$ cat config.mk
export PLATFORM = sky130hd
export DESIGN_NAME = json_string_unescape_top_flat
export DESIGN_NICKNAME = d
export VERILOG_FILES = /design/src/hdl/jsu_pkg.sv /design/src/hdl/jsu_if.sv /design/src/hdl/jsu_ctrl.sv /design/src/hdl/jsu_dp.sv /design/src/hdl/json_string_unescape_top.sv /design/src/flat_wrapper.sv
export SDC_FILE = /design/constraint.sdc
export NUM_CORES = 1
export LEC_CHECK = 0
export ABC_AREA = 1
export BUFFER_PORTS_ARGS = -buffer_cell sky130_fd_sc_hd__buf_2
export CAP_MARGIN = 20
export CORE_ASPECT_RATIO = 1.4
export CORE_MARGIN = 2
export CORE_UTILIZATION = 50
export CTS_CLUSTER_DIAMETER = 50
export DETAILED_ROUTE_END_ITERATION = 10
export PLACE_DENSITY = 0.63
export SYNTH_ARGS = -nofsm -noshare
export SYNTH_HDL_FRONTEND = slang
export SYNTH_HIERARCHICAL = 1
export SYNTH_SLANG_ARGS = --single-unit
$ cat constraint.sdc
create_clock -name clk -period 7.76 [get_ports clk]
set_input_delay 1.552 -clock clk [delete_from_list [all_inputs] [get_ports clk]]
set_output_delay 1.552 -clock clk [all_outputs]
set_load 0.02 [all_outputs]
$ cat src/hdl/jsu_pkg.sv
// Shared types, character codes and helper functions for the JSON string unescaper.
`timescale 1ns / 1ps
`default_nettype none
package jsu_pkg;

	localparam int unsigned ObufDepth = 6;   // most bytes one request can produce
	localparam int unsigned QueueDepth = 4;  // input byte plus up to three replayed ones
	localparam int unsigned HeldDepth = 3;   // characters held after backslash-u

	// Characters that start or complete an escape
	localparam logic [7:0] CH_BSLASH = 8'h5C;
	localparam logic [7:0] CH_SLASH  = 8'h2F;
	localparam logic [7:0] CH_DQUOTE = 8'h22;
	localparam logic [7:0] CH_SQUOTE = 8'h27;
	localparam logic [7:0] CH_LC_N   = 8'h6E;
	localparam logic [7:0] CH_LC_R   = 8'h72;
	localparam logic [7:0] CH_LC_T   = 8'h74;
	localparam logic [7:0] CH_LC_B   = 8'h62;
	localparam logic [7:0] CH_LC_F   = 8'h66;
	localparam logic [7:0] CH_LC_U   = 8'h75;

	// Control bytes the short escapes decode to
	localparam logic [7:0] CTL_LF = 8'h0A;
	localparam logic [7:0] CTL_CR = 8'h0D;
	localparam logic [7:0] CTL_HT = 8'h09;
	localparam logic [7:0] CTL_BS = 8'h08;
	localparam logic [7:0] CTL_FF = 8'h0C;

	// UTF-8 encoding limits and marks
	localparam logic [15:0] UTF_MAX1   = 16'h007F;
	localparam logic [15:0] UTF_MAX2   = 16'h07FF;
	localparam logic [7:0]  UTF_LEAD2  = 8'hC0;
	localparam logic [7:0]  UTF_LEAD3  = 8'hE0;
	localparam logic [7:0]  UTF_CONT   = 8'h80;
	localparam logic [5:0]  UTF_MASK6  = 6'h3F;
	localparam logic [4:0]  UTF_MASK5  = 5'h1F;
	localparam logic [3:0]  UTF_MASK4  = 4'h0F;

	// Commands from the controller to the datapath
	typedef struct packed {
		logic load;   // take a new request into the replay queue
		logic step;   // decode one queued byte
		logic pop;    // hand one output byte to the sink
	} jsu_cmd_t;

	// Status from the datapath to the controller
	typedef struct packed {
		logic step_final;  // this step empties the queue
		logic has_out;     // output buffer is non-empty after this step
		logic drain_end;   // buffer read pointer sits on the final byte
	} jsu_sts_t;

	// {is_hex, nibble}
	function automatic logic [4:0] hex_value(input logic [7:0] c);
		logic [4:0] r;
		r = 5'd0;
		if (c >= 8'h30 && c <= 8'h39) begin
			r = {1'b1, 4'(c - 8'h30)};
		end else if (c >= 8'h61 && c <= 8'h66) begin
			r = {1'b1, 4'(c - 8'h57)};
		end else if (c >= 8'h41 && c <= 8'h46) begin
			r = {1'b1, 4'(c - 8'h37)};
		end
		return r;
	endfunction

endpackage
`default_nettype wire

$ cat src/hdl/jsu_if.sv
// Valid/ready stream interfaces for the raw and decoded byte channels.
`timescale 1ns / 1ps
`default_nettype none
interface jsu_in_if;
	logic       valid;
	logic       ready;
	logic [7:0] in_byte;
	logic       in_last;
	modport source (output valid, output in_byte, output in_last, input ready);
	modport sink (input valid, input in_byte, input in_last, output ready);
endinterface

interface jsu_out_if;
	logic       valid;
	logic       ready;
	logic [7:0] out_byte;
	logic       out_last;
	modport source (output valid, output out_byte, output out_last, input ready);
	modport sink (input valid, input out_byte, input out_last, output ready);
endinterface
`default_nettype wire

$ cat src/hdl/jsu_ctrl.sv
// Controller FSM: accept, decode the queued bytes, drain the output buffer.
`timescale 1ns / 1ps
`default_nettype none
module jsu_ctrl (
	input  wire logic              clk,
	input  wire logic              arst_n,
	input  wire logic              in_valid,
	output logic                   in_ready,
	output logic                   out_valid,
	input  wire logic              out_ready,
	input  wire jsu_pkg::jsu_sts_t sts,
	output jsu_pkg::jsu_cmd_t      cmd
);
	import jsu_pkg::*;

	typedef enum logic [2:0] {
		ST_IDLE  = 3'b001,
		ST_STEP  = 3'b010,
		ST_DRAIN = 3'b100
	} state_t;

	state_t state_q, state_n;

	always_comb begin
		state_n = state_q;
		unique case (state_q)
			ST_IDLE: begin
				if (in_valid) state_n = ST_STEP;
			end
			ST_STEP: begin
				if (sts.step_final) state_n = sts.has_out ? ST_DRAIN : ST_IDLE;
			end
			ST_DRAIN: begin
				if (out_ready && sts.drain_end) state_n = ST_IDLE;
			end
			default: state_n = ST_IDLE;
		endcase
	end

	always_ff @(posedge clk or negedge arst_n) begin
		if (!arst_n) state_q <= ST_IDLE;
		else state_q <= state_n;
	end

	assign in_ready  = (state_q == ST_IDLE);
	assign out_valid = (state_q == ST_DRAIN);
	assign cmd.load  = (state_q == ST_IDLE) && in_valid;
	assign cmd.step  = (state_q == ST_STEP);
	assign cmd.pop   = (state_q == ST_DRAIN) && out_ready;

endmodule
`default_nettype wire

$ cat src/hdl/jsu_dp.sv
// Datapath: escape phase, held hex characters, replay queue, decoder and output buffer.
`timescale 1ns / 1ps
`default_nettype none
module jsu_dp (
	input  wire logic              clk,
	input  wire logic              arst_n,
	input  wire jsu_pkg::jsu_cmd_t cmd,
	input  wire logic [7:0]        in_byte,
	input  wire logic              in_last,
	output jsu_pkg::jsu_sts_t      sts,
	output logic [7:0]             out_byte,
	output logic                   out_last
);
	import jsu_pkg::*;

	typedef enum logic [2:0] {
		PH_NORMAL = 3'b001,
		PH_ESCAPE = 3'b010,
		PH_HEX    = 3'b100
	} phase_t;

	phase_t     phase_q, phase_n;
	logic [7:0] held_q [HeldDepth];
	logic [1:0] hcnt_q, hcnt_n;
	logic [7:0] queue_q [QueueDepth];
	logic [2:0] qn_q;
	logic [1:0] idx_q;
	logic       last_q;
	logic [7:0] obuf_q [ObufDepth];
	logic [2:0] on_q, on_n;
	logic [2:0] rd_q;

	logic [7:0] b;
	logic       is_last;
	logic       hold_wr;
	logic       replay;
	logic [2:0] nb;
	logic [7:0] e [ObufDepth];
	logic [4:0] hv [QueueDepth];
	logic [7:0] d [QueueDepth];
	logic [15:0] cp;

	assign b       = queue_q[idx_q];
	assign is_last = last_q && ((3'({1'b0, idx_q}) + 3'd1) == qn_q);

	// four characters after backslash-u, the last one arriving now
	always_comb begin
		d[0] = held_q[0];
		d[1] = held_q[1];
		d[2] = held_q[2];
		d[3] = b;
		for (int i = 0; i < QueueDepth; i++) hv[i] = hex_value(d[i]);
	end

	// longest leading hex prefix forms the code point
	always_comb begin
		if (!hv[1][4])      cp = {12'd0, hv[0][3:0]};
		else if (!hv[2][4]) cp = {8'd0, hv[0][3:0], hv[1][3:0]};
		else if (!hv[3][4]) cp = {4'd0, hv[0][3:0], hv[1][3:0], hv[2][3:0]};
		else                cp = {hv[0][3:0], hv[1][3:0], hv[2][3:0], hv[3][3:0]};
	end

	always_comb begin
		phase_n = phase_q;
		hcnt_n  = hcnt_q;
		hold_wr = 1'b0;
		replay  = 1'b0;
		nb      = 3'd0;
		for (int i = 0; i < ObufDepth; i++) e[i] = 8'd0;
		unique case (phase_q)
			PH_ESCAPE: begin
				phase_n = PH_NORMAL;
				case (b)
					CH_SLASH, CH_BSLASH, CH_DQUOTE, CH_SQUOTE: begin
						e[0] = b;
						nb = 3'd1;
					end
					CH_LC_N: begin e[0] = CTL_LF; nb = 3'd1; end
					CH_LC_R: begin e[0] = CTL_CR; nb = 3'd1; end
					CH_LC_T: begin e[0] = CTL_HT; nb = 3'd1; end
					CH_LC_B: begin e[0] = CTL_BS; nb = 3'd1; end
					CH_LC_F: begin e[0] = CTL_FF; nb = 3'd1; end
					CH_LC_U: begin
						if (is_last) begin
							e[0] = CH_BSLASH;
							e[1] = CH_LC_U;
							nb = 3'd2;
						end else begin
							phase_n = PH_HEX;
							hcnt_n = 2'd0;
						end
					end
					default: begin
						e[0] = CH_BSLASH;
						e[1] = b;
						nb = 3'd2;
					end
				endcase
			end
			PH_HEX: begin
				if (hcnt_q == 2'd3) begin
					phase_n = PH_NORMAL;
					hcnt_n = 2'd0;
					if (!hv[0][4]) begin
						// first character not a hex digit: pass all six characters through
						e[0] = CH_BSLASH;
						e[1] = CH_LC_U;
						for (int i = 0; i < QueueDepth; i++) e[i + 2] = d[i];
						nb = 3'd6;
					end else if (cp <= UTF_MAX1) begin
						e[0] = cp[7:0];
						nb = 3'd1;
					end else if (cp <= UTF_MAX2) begin
						e[0] = UTF_LEAD2 | {3'd0, cp[10:6] & UTF_MASK5};
						e[1] = UTF_CONT | {2'd0, cp[5:0] & UTF_MASK6};
						nb = 3'd2;
					end else begin
						e[0] = UTF_LEAD3 | {4'd0, cp[15:12] & UTF_MASK4};
						e[1] = UTF_CONT | {2'd0, cp[11:6] & UTF_MASK6};
						e[2] = UTF_CONT | {2'd0, cp[5:0] & UTF_MASK6};
						nb = 3'd3;
					end
				end else if (is_last) begin
					// string ended early: emit \u and rerun the held characters
					e[0] = CH_BSLASH;
					e[1] = CH_LC_U;
					nb = 3'd2;
					replay = 1'b1;
					phase_n = PH_NORMAL;
					hcnt_n = 2'd0;
				end else begin
					hold_wr = 1'b1;
					hcnt_n = hcnt_q + 2'd1;
				end
			end
			PH_NORMAL: begin
				if (b == CH_BSLASH && !is_last) begin
					phase_n = PH_ESCAPE;
				end else begin
					e[0] = b;
					nb = 3'd1;
				end
			end
			default: phase_n = PH_NORMAL;
		endcase
	end

	assign on_n = on_q + nb;

	assign sts.step_final = !replay && ((3'({1'b0, idx_q}) + 3'd1) == qn_q);
	assign sts.has_out    = (on_n != 3'd0);
	assign sts.drain_end  = (rd_q == (on_q - 3'd1));

	assign out_byte = obuf_q[rd_q];
	assign out_last = last_q && sts.drain_end;

	// control state
	always_ff @(posedge clk or negedge arst_n) begin
		if (!arst_n) begin
			phase_q <= PH_NORMAL;
			hcnt_q  <= 2'd0;
			qn_q    <= 3'd1;
			idx_q   <= 2'd0;
			last_q  <= 1'b0;
			on_q    <= 3'd0;
			rd_q    <= 3'd0;
		end else if (cmd.load) begin
			qn_q   <= 3'd1;
			idx_q  <= 2'd0;
			last_q <= in_last;
			on_q   <= 3'd0;
			rd_q   <= 3'd0;
		end else if (cmd.step) begin
			phase_q <= phase_n;
			hcnt_q  <= hcnt_n;
			on_q    <= on_n;
			if (replay) begin
				qn_q  <= 3'({1'b0, hcnt_q}) + 3'd1;
				idx_q <= 2'd0;
			end else begin
				idx_q <= idx_q + 2'd1;
			end
		end else if (cmd.pop) begin
			rd_q <= rd_q + 3'd1;
		end
	end

	// payload storage
	always_ff @(posedge clk) begin
		if (cmd.load) begin
			queue_q[0] <= in_byte;
		end else if (cmd.step) begin
			if (hold_wr) held_q[hcnt_q] <= b;
			if (replay) begin
				for (int j = 0; j < HeldDepth; j++) begin
					if (2'(j) < hcnt_q) queue_q[j] <= held_q[j];
				end
				queue_q[hcnt_q] <= b;
			end
			for (int s = 0; s < ObufDepth; s++) begin
				if (3'(s) >= on_q && (3'(s) - on_q) < nb) obuf_q[s] <= e[3'(s) - on_q];
			end
		end
	end

endmodule
`default_nettype wire

$ cat src/hdl/json_string_unescape_top.sv
// Top level of the streaming JSON string unescaper with UTF-8 output.
//
// Usage:
//   in_ch  carries one raw byte of an escaped string per request, with
//          in_last on the final byte of the string.
//   out_ch carries the decoded bytes, out_last on the final decoded byte
//          of a string (only when the request that ends it yields bytes).
// One request is handled at a time. After acceptance the controller runs
// one decode step per queued byte (the input byte, plus the held characters
// when a truncated \u escape at the string end replays them), then drains the
// output buffer at one byte per cycle while out_ch.ready is high: 0 to 6
// bytes. in_ch.ready is high only while idle.
// Escape phase and held \u characters carry over from request to request.
// Reset (arst_n low) returns to idle with no escape pending; held
// characters are not cleared since they are written before being read.
// A stalled sink simply holds the current output byte; input stays blocked.
`timescale 1ns / 1ps
`default_nettype none
module json_string_unescape_top (
	input  wire logic clk,
	input  wire logic arst_n,
	jsu_in_if.sink    in_ch,
	jsu_out_if.source out_ch
);
	import jsu_pkg::*;

	jsu_cmd_t cmd;
	jsu_sts_t sts;

	// sequencing: idle -> decode queued bytes -> drain buffer
	jsu_ctrl u_ctrl (
		.clk       (clk),
		.arst_n    (arst_n),
		.in_valid  (in_ch.valid),
		.in_ready  (in_ch.ready),
		.out_valid (out_ch.valid),
		.out_ready (out_ch.ready),
		.sts       (sts),
		.cmd       (cmd)
	);

	// escape decoding, held characters and output buffer
	jsu_dp u_dp (
		.clk      (clk),
		.arst_n   (arst_n),
		.cmd      (cmd),
		.in_byte  (in_ch.in_byte),
		.in_last  (in_ch.in_last),
		.sts      (sts),
		.out_byte (out_ch.out_byte),
		.out_last (out_ch.out_last)
	);

	// input and output sides are never open at once
	a_one_side: assert property (@(posedge clk) disable iff (!arst_n)
		!(in_ch.ready && out_ch.valid))
		else $error("input ready while output buffer drains");

	// an accepted request is always decoded before the next one is taken
	a_no_back_to_back: assert property (@(posedge clk) disable iff (!arst_n)
		(in_ch.valid && in_ch.ready) |=> !in_ch.ready)
		else $error("second request taken without a decode step");

	// the byte flagged last closes the drain
	a_last_closes: assert property (@(posedge clk) disable iff (!arst_n)
		(out_ch.valid && out_ch.ready && out_ch.out_last) |=> (in_ch.ready && !out_ch.valid))
		else $error("drain continued after the last byte");

endmodule
`default_nettype wire
$ cat src/flat_wrapper.sv
// flat-port wrapper written by rule: the top's interface ports become plain ports
module json_string_unescape_top_flat import jsu_pkg::*;
  (clk, arst_n, in_ch_valid, in_ch_in_byte, in_ch_in_last, in_ch_ready, out_ch_valid, out_ch_out_byte, out_ch_out_last, out_ch_ready);
  jsu_in_if in_ch_i ();
  jsu_out_if out_ch_i ();
  input  wire logic clk;
  input  wire logic arst_n;
  input wire logic [$bits(in_ch_i.valid)-1:0] in_ch_valid;
  input wire logic [$bits(in_ch_i.in_byte)-1:0] in_ch_in_byte;
  input wire logic [$bits(in_ch_i.in_last)-1:0] in_ch_in_last;
  output wire logic [$bits(in_ch_i.ready)-1:0] in_ch_ready;
  output wire logic [$bits(out_ch_i.valid)-1:0] out_ch_valid;
  output wire logic [$bits(out_ch_i.out_byte)-1:0] out_ch_out_byte;
  output wire logic [$bits(out_ch_i.out_last)-1:0] out_ch_out_last;
  input wire logic [$bits(out_ch_i.ready)-1:0] out_ch_ready;
  assign in_ch_i.valid = in_ch_valid;
  assign in_ch_i.in_byte = in_ch_in_byte;
  assign in_ch_i.in_last = in_ch_in_last;
  assign in_ch_ready = in_ch_i.ready;
  assign out_ch_valid = out_ch_i.valid;
  assign out_ch_out_byte = out_ch_i.out_byte;
  assign out_ch_out_last = out_ch_i.out_last;
  assign out_ch_i.ready = out_ch_ready;
  json_string_unescape_top u_core (.clk(clk), .arst_n(arst_n), .in_ch(in_ch_i), .out_ch(out_ch_i));
endmodule
======== Yosys cells after proc, flatten, opt, wreduce, memory -nomap -nowiden ========
Memory sizes are Yosys's and may differ from the RTL's.
Index checks and enable logic that the tools add are counted.
cells by class
  bitwise gates (word level) .............. 8
  add/sub/neg operators ................... 25
  reductions and logical operators ........ 40
  equality and inequality tests ........... 27
  order comparisons ....................... 47
  muxes and demuxes ....................... 142
operators with widths
  operator               number
  $bmux W8 S3            6
  $mux W8                17
  $mux W16               5
  $ge A8 B7 Y1 const B   8
  $le A8 B7 Y1 const B   8
  $mux W32               2
  $mux W5                12
  $mux W1                58
  $mux W3                19
  $eq A8 B7 Y1 const B   7
  $pmux W8 S7            1
  $mux W24               2
  $ge A8 B6 Y1 const B   4
  $le A8 B6 Y1 const B   4
  $pmux W8 S2            2
  $sub A4 B3 Y4 const B  8
  $pmux W3 S3            3
  $logic_and A1 B1 Y1    25
  $eq A8 B6 Y1 const B   3
  $ge A4 B4 Y1 const B   6
  $not A3 Y4             6
  $pmux W8 S3            1
  $mux W2                10
  $lt A3 B3 Y1           6
  other kinds (39)       66
word-level totals
  flip-flop bits (word level) ............. 20
  memories kept ........................... 3
  word-level logic and storage cells ...... 300
  input port bits ......................... 13
  RAM bits ................................ 104
  output and inout bits ................... 11
memory list
  name                 depth  bits a word  read ports  clocked after memory_dff  wr ports  RTL line      text
  u_core.u_dp.obuf_q   6      8            1           0                         6         jsu_dp.sv:29  logic [7:0] obuf_q [ObufDepth];
  u_core.u_dp.queue_q  4      8            1           0                         3         jsu_dp.sv:25  logic [7:0] queue_q [QueueDepth];
  u_core.u_dp.held_q   3      8            3           0                         1         jsu_dp.sv:23  logic [7:0] held_q [HeldDepth];

======== Logic depth before layout (Yosys ltp) ========
Gate-level depths: netlist (run 1).
An unclocked memory read counts as a cell.
  depth in word-level cells ............... 21
  depth in mapped cells ................... 30
  mapped depth without buffers ............ 28

======== By module ========
The synthesis (run 1) kept the hierarchy.
by module, submodules not included
  module    area each (um^2)  cells an instance  instances  seq. area each (um^2)
  jsu_dp    9311.4            1301               1          3550.9
  jsu_ctrl  197.7             30                 1          76.3

======== Worst setup path before layout (run 1) ========
No wires, ideal clock.
  kind .................................... reg2reg
  start point ............................. reg u_core.u_dp.idx_q[0]
  end point ............................... mem u_core.u_dp.obuf_q[0][0], enable pin
  buffers on the path ..................... 2
  arrival ................................. 4790 ps
  required time ........................... 7341 ps
  clock period less this slack ............ 5209 ps
  library setup time ...................... 419 ps
  setup slack ............................. 2551 ps
  cell stages (with the launch flop) ...... 25
  cells stage by stage .................... dfrtp_1 > buf_6 > buf_8 > o21ai_1 > nand2_1 > nand2_4 > inv_1 > ha_1 > inv_1 > nor2_1 > a21oi_2 > nand3_4 > nand2_4 > nand2_2 > inv_2 > nor2_2 > nor2_4 > nand2_4 > nor2_8 > nand2_2 > a21oi_1 > ha_1 > a21oi_1 > inv_1 > a2111oi_0
RTL lines
  what                      RTL line       text
  start: declaration        jsu_dp.sv:27   logic [1:0] idx_q;
  start signal: assignment  jsu_dp.sv:181  idx_q <= idx_q + 2'd1;
  end: declaration          jsu_dp.sv:29

==> reports/results.ini, run 1 <==
[synthesis]
ys.flop_type=edfxtp_1
yosysMostFrequentCell=nand2_1
avgSynthCellArea_um2=7.14
synth_top_area_share_pct=32.8
synth_cell_types=52
yosysWarnings=6
synth_cells=1331
synth_area_leaders=edfxtp_1 (33%), nand2_1 (17%), nand3_1 (8.5%), ha_1 (5.9%), inv_1 (4.7%)
synth_edf_count=104
synthTopCellsByCount=nand2_1 (435), nand3_1 (162), inv_1 (118)
synth-async-reset-ratio_pct=16.1
ys_ff_latch=124
synth_top_area_cell=edfxtp_1
ys_seq_area_share_pct=38.1
netlist_area_mm2=0.00951

[detailed_routing]
drtAntennaViolNets=0
met2WireLength_um=16100
dr_wl_met3_um=1530
viasPerCell=5.74
dr_total_vias=9171
met1_length_um=12200
wl_um=31700
drcViolationCount=0
drt_iter0_drc=793
dr.pass1.iters=5
wire_per_inst_um=19.8
top_layer=met4

[clock_tree]
clk_pin_slew_worst_paths_ns=0.06
clockBufferDepth=2
post_cts_buffers=0
htreeDepth=4
insertion_delay_ns=0.42
post_cts_resized=0
cts_buffers=17
cts_hold_buf=0
clockRootBuffer=clkbuf_16
cts.sink_count=124
cts_tree=yes

[timing]
post-route-period-util_pct=79.5
setup_tns_ns=0
min_period_ns=6.17
hold_violations=0
max_freq_ghz=0.162
finalSetupViolCount=0
finClkSkew_ns=0.0111
rsz0062_at_grt=false
drv_slew=0
slew_headroom_pct=28.2
worst_slew_pin_slew_ns=1.07

[setup_path]
crit_path_start_kind=register
crit_path_end=u_core/u_dp/obuf_q[0][3]
r2r-end=u_core/u_dp/obuf_q[0][3]
crit_start=u_core/u_dp/idx_q[0]
crit_type=register to register
required_ns=7.80
worstRegToRegCells=21
worstPathArrival_ns=6.21
cp-end-kind=register
r2r_slack_ns=1.59
path_max_fanout=21
regToRegStartpoint=u_core/u_dp/idx_q[0]

[cells_and_area]
syn_to_final_growth_pct=8.83
diodes=0
fill_cells=1863
fin_nets=1401
post_route_cells_drive_above_1_share_pct=9.15
regArea_mm2=0.00363
multi_input_area_mm2=0.00517

[power_and_ir_drop]
power_density_mw_per_mm2=375
ir_drop_mv=0.165
p_leak_nw=4.76
p_total_mw=3.88

[floorplan]
core-area_mm2=0.0186
fp.dieH_um=167
io_pins=24
dieArea_mm2=0.0202
start_util_pct=51.1
die_x_um=121
rows=59

[global_routing]
grt_max_degree=56
antenna_found_initial=0
grt.total_usage_pct=32.4
grt_pass1_vias=8652
grt_pass1_wl_um=49200
grt_overflow=0

[min_path]
hold_path_class=register to register

[placed_design]
dp_hpwl_um=24800
gp_congestion=0.987
io_buffers=23

[run_status]
outcome=completed

[flow_run]
timing.max_cap.violations=0

[worst min-delay path by stage]
stage,startpoint,to,depth (start not counted)
final,u_core/u_dp/qn_q[0],u_core/u_dp/qn_q[0],2
after global routing,u_core/u_dp/phase_q[0],u_core/u_dp/phase_q[0],2
after CTS,u_core/u_dp/qn_q[0],u_core/u_dp/qn_q[0],2
after detailed placement,u_core/u_dp/qn_q[0],u_core/u_dp/qn_q[0],2
after global placement,u_core/u_dp/qn_q[0],u_core/u_dp/qn_q[0],2
after floorplan,u_core/u_dp/hcnt_q[0],u_core/u_dp/qn_q[0],1
[state kept, by name, indices dropped and copies added, names as in the netlist]
name	cells
u_core/u_dp/qn_q	3
u_core/u_dp/held_q	24
u_core/u_dp/idx_q	2
u_core/u_dp/rd_q	3
u_core/u_dp/on_q	3
u_core/u_ctrl/state_q	3
u_core/u_dp/queue_q	32
u_core/u_dp/obuf_q	48
u_core/u_dp/hcnt_q	2
u_core/u_dp/last_q	1
u_core/u_dp/phase_q	3
[through the flow]
step           utilization, %  instances  hold WS, ns  setup WS, ns  instance area (µm²)
2_1_floorplan               -       1338        0.463          2.55                 9540
3_3_place_gp             52.7       1565        0.502          1.85                 9800
3_5_place_dp             52.7       1565        0.505          1.64                 9800
4_1_cts                  55.5       1597        0.514          1.59                10300
5_1_grt                  55.6       1599        0.547          1.04                10300
6_report                 55.6       1599        0.517          1.59                10300
[placed cells by master, fill, tap and decap left out, drive strengths merged, types with 12 or more instances in the layout]
master  count
nand4      12
inv       135
nor3       14
ha         45
buf        31
o22ai      14
nand3     166
edfxtp    104
clkinv     14
a21oi      44
o21ai      95
clkbuf     20
nand2     450
dfrtp      17
nor2      119
[cell families after synthesis]
logic type	after synthesis	synth area share (%)
compound gates	188	11.6
xor+xnor	9	0.829
fa+ha+maj	46	6.13
buf+inv	186	8.03
flops	124	38.1
other cells	1	0.0394
simple gates	777	35.2
[power by group]
part           leakage, nW  total [mW]  switching, mW  internal [mW]
sequential            1.21        1.02         0.0782          0.937
clock                0.257       0.735          0.322          0.413
combinational         3.29        2.13           1.55          0.580
total                 4.76        3.88           1.95           1.93
[routing by layer]
layer	global-route usage, %	up-vias
li1	-	4447
met1	37.6	4269
met2	57.0	354
met3	4.80	101
met4	17.1	0
met5	0	-
[layout make-up]
| cell class | instances | share of cell area [%] |
|---|---|---|
| flip-flops and latches | 124 | 35.1 |
| multi-input cells | 1028 | 50.0 |
| clock buffers | 18 | 4.15 |
| repair buffers | 33 | 1.84 |
| well taps | 244 | 2.95 |
| clock inverters | 14 | 1.05 |
| inverters | 138 | 5.01 |
[worst max-delay path, cell delays in order (launching register included)]
cell,delay (ns)
dfrtp_1,0.79
inv_2,0.29
nand2_1,0.12
nand3_1,0.09
nand2_2,0.28
inv_1,0.21
ha_1,0.27
o21ai_2,0.12
nand2_1,0.07
nand2_2,0.23
nand2_4,0.18
o21ai_1,0.20
nand2_2,0.11
nor2_4,0.32
nand2_4,0.11
nor2_8,0.17
nand2_2,0.08
a21oi_1,0.60
ha_1,0.36
a21oi_1,0.19
inv_1,0.11
a2111oi_2,0.87
Power figures use the tool's default switching activity.
==> run 2: changes to the inputs <==
ABC_AREA = 0   (was 1)
clock period = 6.2 ns   (was 7.76 ns; I/O delays follow)
==> run 2 against run 1 <==
Synthesized cell count shrank 27%. Total power grew 1.3%. Critical path type unchanged. Critical path depth shrank 9. Highest routed layer unchanged. Flip-flop and latch count is the same. Largest power group unchanged. Design area shrank 0.45%. Global-route usage shrank 0.57 points.
==> reports/results.ini, run 2 <==
[setup_path]
required_ns=6.31  ; was 7.80 ns
worstPathCellList=mux4_2, or4b_1, o32a_1, a211oi_2, a211o_1, nand4_1, a21oi_1, buf_4, ha_1, a21o_1, a2111oi_2, buf_4  ; was inv_2, nand2_1, nand3_1, nand2_2, inv_1, ha_1, o21ai_2, nand2_1, nand2_2, nand2_4, o21ai_1, nand2_2, nor2_4, nand2_4, nor2_8, nand2_2, a21oi_1, ha_1, a21oi_1, inv_1, a2111oi_2
worstPathArrival_ns=5.54  ; was 6.21 ns
cpMaxStageDelayCell=mux4_2  ; was a2111oi_2
crit_type=register to register  ; unchanged
worst-path-buf-inv=2  ; was 3
crit_top_cell=buf_4  ; was nand2_2
crit_path_start_kind=register  ; unchanged
crit_family=compound AO/OA/AOI/OAI gates  ; unchanged
path_max_fanout=20  ; was 21
cp_slowest_stage_delay_ns=0.77  ; was 0.87 ns
cp-end-kind=register  ; unchanged

[power_and_ir_drop]
ir_drop_mv=0.239  ; was 0.165 mV
p_sw_mw=1.65  ; was 1.95 mW
intPower_mw=2.28  ; was 1.93 mW
p_total_mw=3.93  ; was 3.88 mW
p_leak_nw=3.74  ; was 4.76 nW
comb_power_share_pct=45.1  ; was 54.8%
seq_power_share_pct=29.4  ; was 26.2%
p_clk_share_pct=25.5  ; was 19.0%
switching_share_pct=42.1  ; was 50.2%
power_density_mw_per_mm2=381  ; was 375 mW/mm²

[placed_design]
dp_hpwl_um=23800  ; was 24,800 µm
gp_congestion=0.945  ; was 0.987
post-place-ws_ns=0.818  ; was 1.64 ns
placed_cell_area_mm2=0.00971  ; was 0.00980 mm²
io_buffers=23  ; unchanged

[synthesis]
synthTopCellsByCount=nand2_1 (139), edfxtp_1 (104), o21ai_0 (66)  ; was nand2_1 (435), nand3_1 (162), inv_1 (118)
synth_area_leaders=edfxtp_1 (34%), ha_1 (6.1%), nand2_1 (5.6%), dfrtp_1 (4.6%), mux4_2 (3.9%)  ; was edfxtp_1 (33%), nand2_1 (17%), nand3_1 (8.5%), ha_1 (5.9%), inv_1 (4.7%)
yosysMostFrequentCell=nand2_1  ; unchanged
avgSynthCellArea_um2=9.51  ; was 7.14 µm²
synth_edf_count=104  ; unchanged
yosysWarnings=6  ; unchanged
ys_seq_area_share_pct=39.0  ; was 38.1%
synth_cells=977  ; was 1,331
netlist_area_mm2=0.00929  ; was 0.00951 mm²
synth_top_area_share_pct=33.6  ; was 32.8%
synth_cell_types=91  ; was 52
ys.flop_type=edfxtp_1  ; unchanged
ys_ff_latch=124  ; unchanged
synth-async-reset-ratio_pct=16.1  ; unchanged
synth_top_area_cell=edfxtp_1  ; unchanged

[detailed_routing]
drcViolationCount=0  ; unchanged
dr.pass1.iters=5  ; unchanged
drt_iter0_drc=698  ; was 793
dr_total_vias=8090  ; was 9,171
wl_um=30500  ; was 31,700 µm
wire_per_inst_um=24.4  ; was 19.8 µm
viasPerCell=6.47  ; was 5.74
drtAntennaViolNets=0  ; unchanged

[timing]
rsz0062_at_grt=false  ; unchanged
finalSetupViolCount=0  ; unchanged
finClkSkew_ns=0.0153  ; was 0.0111 ns
min_period_ns=5.42  ; was 6.17 ns
worst_slew_pin_slew_ns=1.03  ; was 1.07 ns
setup_tns_ns=0  ; unchanged
worst_slack_ns=0.776  ; was 1.59 ns
drv_slew=0  ; unchanged
post-route-period-util_pct=87.5  ; was 79.5%
holdWs_ns=0.518  ; was 0.517 ns
hold_violations=0  ; unchanged
max_freq_ghz=0.184  ; was 0.162 GHz
slew_headroom_pct=31.2  ; was 28.2%

[cells_and_area]
stdcell_area_mm2=0.0103  ; about the same
fin_nets=1052  ; was 1,401
largest_reg_flops=48  ; unchanged
post_route_cells_drive_above_1_share_pct=14.4  ; was 9.15%
syn_to_final_growth_pct=10.9  ; was 8.83%
layout_commonest_cell=nand2_1  ; unchanged
reg_top3=u_core/u_dp/obuf_q (48), u_core/u_dp/queue_q (32), u_core/u_dp/held_q (24)  ; unchanged
diodes=0  ; unchanged
fill_cells=1604  ; was 1,863
top_register=u_core/u_dp/obuf_q  ; unchanged
layout_common_cells=nand2_1 (139), edfxtp_1 (104), o21ai_0 (66)  ; was nand2_1 (435), nand3_1 (162), inv_1 (118)

[clock_tree]
clk_pin_slew_worst_paths_ns=0.06  ; about the same
htreeDepth=4  ; unchanged
cts_hold_buf=0  ; unchanged
cts_buffers=17  ; unchanged
cts_tree=yes  ; unchanged
cts.sink_count=124  ; unchanged
clockBufferDepth=2  ; unchanged
post_cts_resized=0  ; unchanged
clockRootBuffer=clkbuf_16  ; unchanged
post_cts_buffers=0  ; unchanged
insertion_delay_ns=0.42  ; about the same

[floorplan]
rows=59  ; unchanged
fp.dieH_um=165  ; was 167 µm
core-area_mm2=0.0184  ; was 0.0186 mm²
io_pins=24  ; unchanged
dieArea_mm2=0.0197  ; was 0.0202 mm²
die_x_um=119  ; was 121 µm
start_util_pct=50.6  ; was 51.1%

[global_routing]
grt.total_usage_pct=31.8  ; was 32.4%
grt_overflow=0  ; unchanged
grt_pass1_vias=7779  ; was 8,652
grt_max_degree=56  ; unchanged
grt_pass1_wl_um=46600  ; was 49,200 µm
antenna_found_initial=0  ; unchanged

[min_path]
hold_path_class=register to register  ; unchanged

[run_status]
outcome=completed  ; unchanged

[flow_run]
timing.max_cap.violations=0  ; unchanged

run 2: layout make-up:
class                      instances  area (µm²)  area share [%]
sequential                       124        3630            35.2
clock inverter                    12         138            1.34
multi-input combinational        775        5390            52.3
timing repair buffer              42         258            2.50
clock buffer                      20         457            4.43
tap                              244         305            2.96
inverter                          33         124            1.20
run 2: path summary, 6_finish.rpt:
check / start / endpoint / slack (ns) / depth (start not counted)
setup / recovery: u_core/u_dp/idx_q[0] / u_core/u_dp/obuf_q[0][0] / 0.78 / 12
max in group asynchronous: arst_n / u_core/u_dp/phase_q[0] / 5.09 / 1
min in group asynchronous: arst_n / u_core/u_dp/qn_q[2] / 0.77 / 1
hold / removal: u_core/u_dp/qn_q[2] / u_core/u_dp/qn_q[2] / 0.52 / 1
hold reg to reg: u_core/u_dp/qn_q[2] / u_core/u_dp/qn_q[2] / 0.52 / 1
setup reg to reg: u_core/u_dp/idx_q[0] / u_core/u_dp/obuf_q[0][0] / 0.78 / 12
run 2: cell families after synthesis:
logic type	share of synthesized area, %
buf+inv	3.69
flops	39.0
simple gates	18.3
other cells	0.0403
mux	8.82
xor+xnor	1.13
fa+ha+maj	6.27
compound gates	22.7
run 2: power by group through the flow:
stage / Combinational (mW) / Sequential, mW / Clock [mW]
2_1_floorplan: 1.27 / 1.12 / 0
3_3_place_gp: 1.73 / 1.17 / 0
3_5_place_dp: 1.74 / 1.17 / 0
4_1_cts: 1.74 / 1.15 / 1.02
5_1_grt: 1.94 / 1.17 / 1.06
6_report: 1.77 / 1.15 / 1.00
run 2: per-layer routing:
metal  GRT usage [%]  up-vias  wire [µm]
met5               0        -          0
met4            16.7        0       1730
met3            3.47       85       1340
met2            57.7      350      15700
met1            37.0     3860      11800
li1                -     3795          -
run 2: worst reg2reg max path: stages (launching register included):
cell and delay, ns:
dfrtp_1 0.74, mux4_2 0.78, or4b_1 0.74, o32a_1 0.52
a211oi_2 0.29, a211o_1 0.30, nand4_1 0.25, a21oi_1 0.22
buf_4 0.19, ha_1 0.24, a21o_1 0.22, a2111oi_2 0.40
buf_4 0.24
run 2: through the flow:
step                utilization, %  std cells
detailed placement            52.8       1218
floorplan                        -        984
CTS                           56.0       1250
global route                  56.0       1250
global placement              52.8       1218
finish                        56.0       1250
==> run 3: changes to the inputs <==
REMOVE_ABC_BUFFERS = 1   (was default)
==> run 3 against run 2 <==
Clock-buffer cell count grew 2. Sequential power about the same. Sequential share of layout area increased by 0.051 points. Total power fell by 1.2%. Non-clock buffer count is 1 higher. Fmax shrank 3.2%. Clock power shrank 5%. Via count grew 0.52%. Flip-flop and latch count unchanged. Final cell count about the same. Critical endpoint is now u_core/u_dp/obuf_q[0][1].
==> reports/results.ini, run 3 (synthesized netlist as in run 2, its figures left out) <==
[timing]
finClkSkew_ns=0.00747  ; was 0.0153 ns
max_freq_ghz=0.179  ; was 0.184 GHz
min_period_ns=5.60  ; was 5.42 ns
setup_tns_ns=0  ; unchanged
worst_slack_ns=0.599  ; was 0.776 ns
hold_violations=0  ; unchanged
worst_slew_pin_slew_ns=0.882  ; was 1.03 ns
finalSetupViolCount=0  ; unchanged
rsz0062_at_grt=false  ; unchanged
slew_headroom_pct=40.6  ; was 31.2%
drv_slew=0  ; unchanged
post-route-period-util_pct=90.3  ; was 87.5%
holdWs_ns=0.513  ; was 0.518 ns

[clock_tree]
post_cts_buffers=0  ; unchanged
clockBufferDepth=2  ; unchanged
cts_hold_buf=0  ; unchanged
cts.sink_count=124  ; unchanged
cts_buffers=17  ; unchanged
cts_tree=yes  ; unchanged
insertion_delay_ns=0.42  ; about the same
htreeDepth=4  ; unchanged
clockRootBuffer=clkbuf_16  ; unchanged
post_cts_resized=0  ; unchanged
clk_pin_slew_worst_paths_ns=0.06  ; about the same

[setup_path]
cp_slowest_stage_delay_ns=0.67  ; was 0.77 ns
worstPathCellList=buf_4, mux4_2, inv_1, ha_1, nand2b_1, nor2_1, o32ai_4, buf_4, a22o_1, a21oi_2, nand4_1, a21oi_1, ha_1, a21o_1, a2111oi_2, buf_4  ; was mux4_2, or4b_1, o32a_1, a211oi_2, a211o_1, nand4_1, a21oi_1, buf_4, ha_1, a21o_1, a2111oi_2, buf_4
crit_type=register to register  ; unchanged
cpMaxStageDelayCell=mux4_2  ; unchanged
worstPathArrival_ns=5.73  ; was 5.54 ns
cp-end-kind=register  ; unchanged
worst-path-buf-inv=4  ; was 2
crit_top_cell=buf_4  ; unchanged
required_ns=6.33  ; was 6.31 ns
crit_path_start_kind=register  ; unchanged
crit_family=compound AO/OA/AOI/OAI gates  ; unchanged
path_max_fanout=15  ; was 20

[placed_design]
dp_hpwl_um=23500  ; was 23,800 µm
io_buffers=23  ; unchanged
post-place-ws_ns=0.650  ; was 0.818 ns
place_inst=1219  ; was 1,218
gp_congestion=1.02  ; was 0.945
placed_cell_area_mm2=0.00972  ; was 0.00971 mm²

[cells_and_area]
top_register=u_core/u_dp/obuf_q  ; unchanged
reg_top3=u_core/u_dp/obuf_q (48), u_core/u_dp/queue_q (32), u_core/u_dp/held_q (24)  ; unchanged
syn_to_final_growth_pct=10.7  ; was 10.9%
stdcell_area_mm2=0.0103  ; about the same
layout_common_cells=nand2_1 (139), edfxtp_1 (104), o21ai_0 (66)  ; unchanged
post-route-util_pct=56.0  ; about the same
diodes=0  ; unchanged
layout_commonest_cell=nand2_1  ; unchanged
fin_cells=1251  ; was 1,250
post_route_cells_drive_above_1_share_pct=14.5  ; was 14.4%
fin_nets=1053  ; was 1,052
largest_reg_flops=48  ; unchanged

[power_and_ir_drop]
p_leak_nw=3.74  ; about the same
power_density_mw_per_mm2=377  ; was 381 mW/mm²
p_total_mw=3.88  ; was 3.93 mW
ir_drop_mv=0.210  ; was 0.239 mV

[detailed_routing]
drtAntennaViolNets=0  ; unchanged
dr.pass1.iters=6  ; was 5
viasPerCell=6.50  ; was 6.47
drcViolationCount=0  ; unchanged
drt_iter0_drc=740  ; was 698
dr_total_vias=8132  ; was 8,090
wire_per_inst_um=24.3  ; was 24.4 µm
wl_um=30300  ; was 30,500 µm

[floorplan]
core-area_mm2=0.0184  ; unchanged
dieArea_mm2=0.0197  ; unchanged
fp.dieH_um=165  ; unchanged
die_x_um=119  ; unchanged
start_util_pct=50.6  ; unchanged
io_pins=24  ; unchanged
rows=59  ; unchanged

[flow_run]
timing.max_cap.violations=0  ; unchanged

[min_path]
hold_path_class=register to register  ; unchanged

[global_routing]
grt_max_degree=56  ; unchanged
grt_pass1_vias=7737  ; was 7,779
grt.total_usage_pct=31.3  ; was 31.8%
grt_pass1_wl_um=46000  ; was 46,600 µm
grt_overflow=0  ; unchanged
antenna_found_initial=0  ; unchanged

[run_status]
outcome=completed  ; unchanged

run 3: changes by cell type in the layout (fill, tap and decap cells not counted), sizes merged:
cell and delta:
buf +1, bufinv -2, clkbuf +2, clkinv -2, inv +2
run 3: layout make-up:
class | instances | area (µm²)
sequential | 124 | 3630
clock buffer | 22 | 497
multi-input combinational | 775 | 5390
fill | 1647 | 8090
inverter | 33 | 124
timing repair buffer | 43 | 265
tap | 244 | 305
clock inverter | 10 | 75.1
run 3: worst paths after layout:
kind	startpoint	endpoint	slack, ns	cells after the start
worst min register to register	u_core/u_dp/qn_q[0]	u_core/u_dp/qn_q[0]	0.51	2
worst max register to register	u_core/u_dp/idx_q[0]	u_core/u_dp/obuf_q[0][1]	0.60	16
worst min-delay path	u_core/u_dp/qn_q[0]	u_core/u_dp/qn_q[0]	0.51	2
max in group asynchronous	arst_n	u_core/u_dp/phase_q[0]	5.09	1
worst max-delay path	u_core/u_dp/idx_q[0]	u_core/u_dp/obuf_q[0][1]	0.60	16
min in group asynchronous	arst_n	u_core/u_dp/qn_q[1]	0.76	1
run 3: worst min-delay path, stage by stage (launching register included):
cell and delay [ns]:
dfstp_2 0.37, nor2_1 0.09, a21oi_1 0.05
run 3: layer usage:
| layer | global-route usage, % | part of all wire [%] | routed length, µm |
|---|---|---|---|
| met5 | 0 | 0 | 0 |
| met4 | 19.0 | 6.4 | 1940 |
| met3 | 4.77 | 5.2 | 1580 |
| met2 | 55.6 | 50 | 15200 |
| met1 | 35.6 | 38 | 11600 |
run 3: where the power goes:
group | total, mW | internal (mW) | switching, mW
Clock | 0.955 | 0.573 | 0.381
Combinational | 1.78 | 0.585 | 1.19
Sequential | 1.15 | 1.07 | 0.0745
Total | 3.88 | 2.23 | 1.65
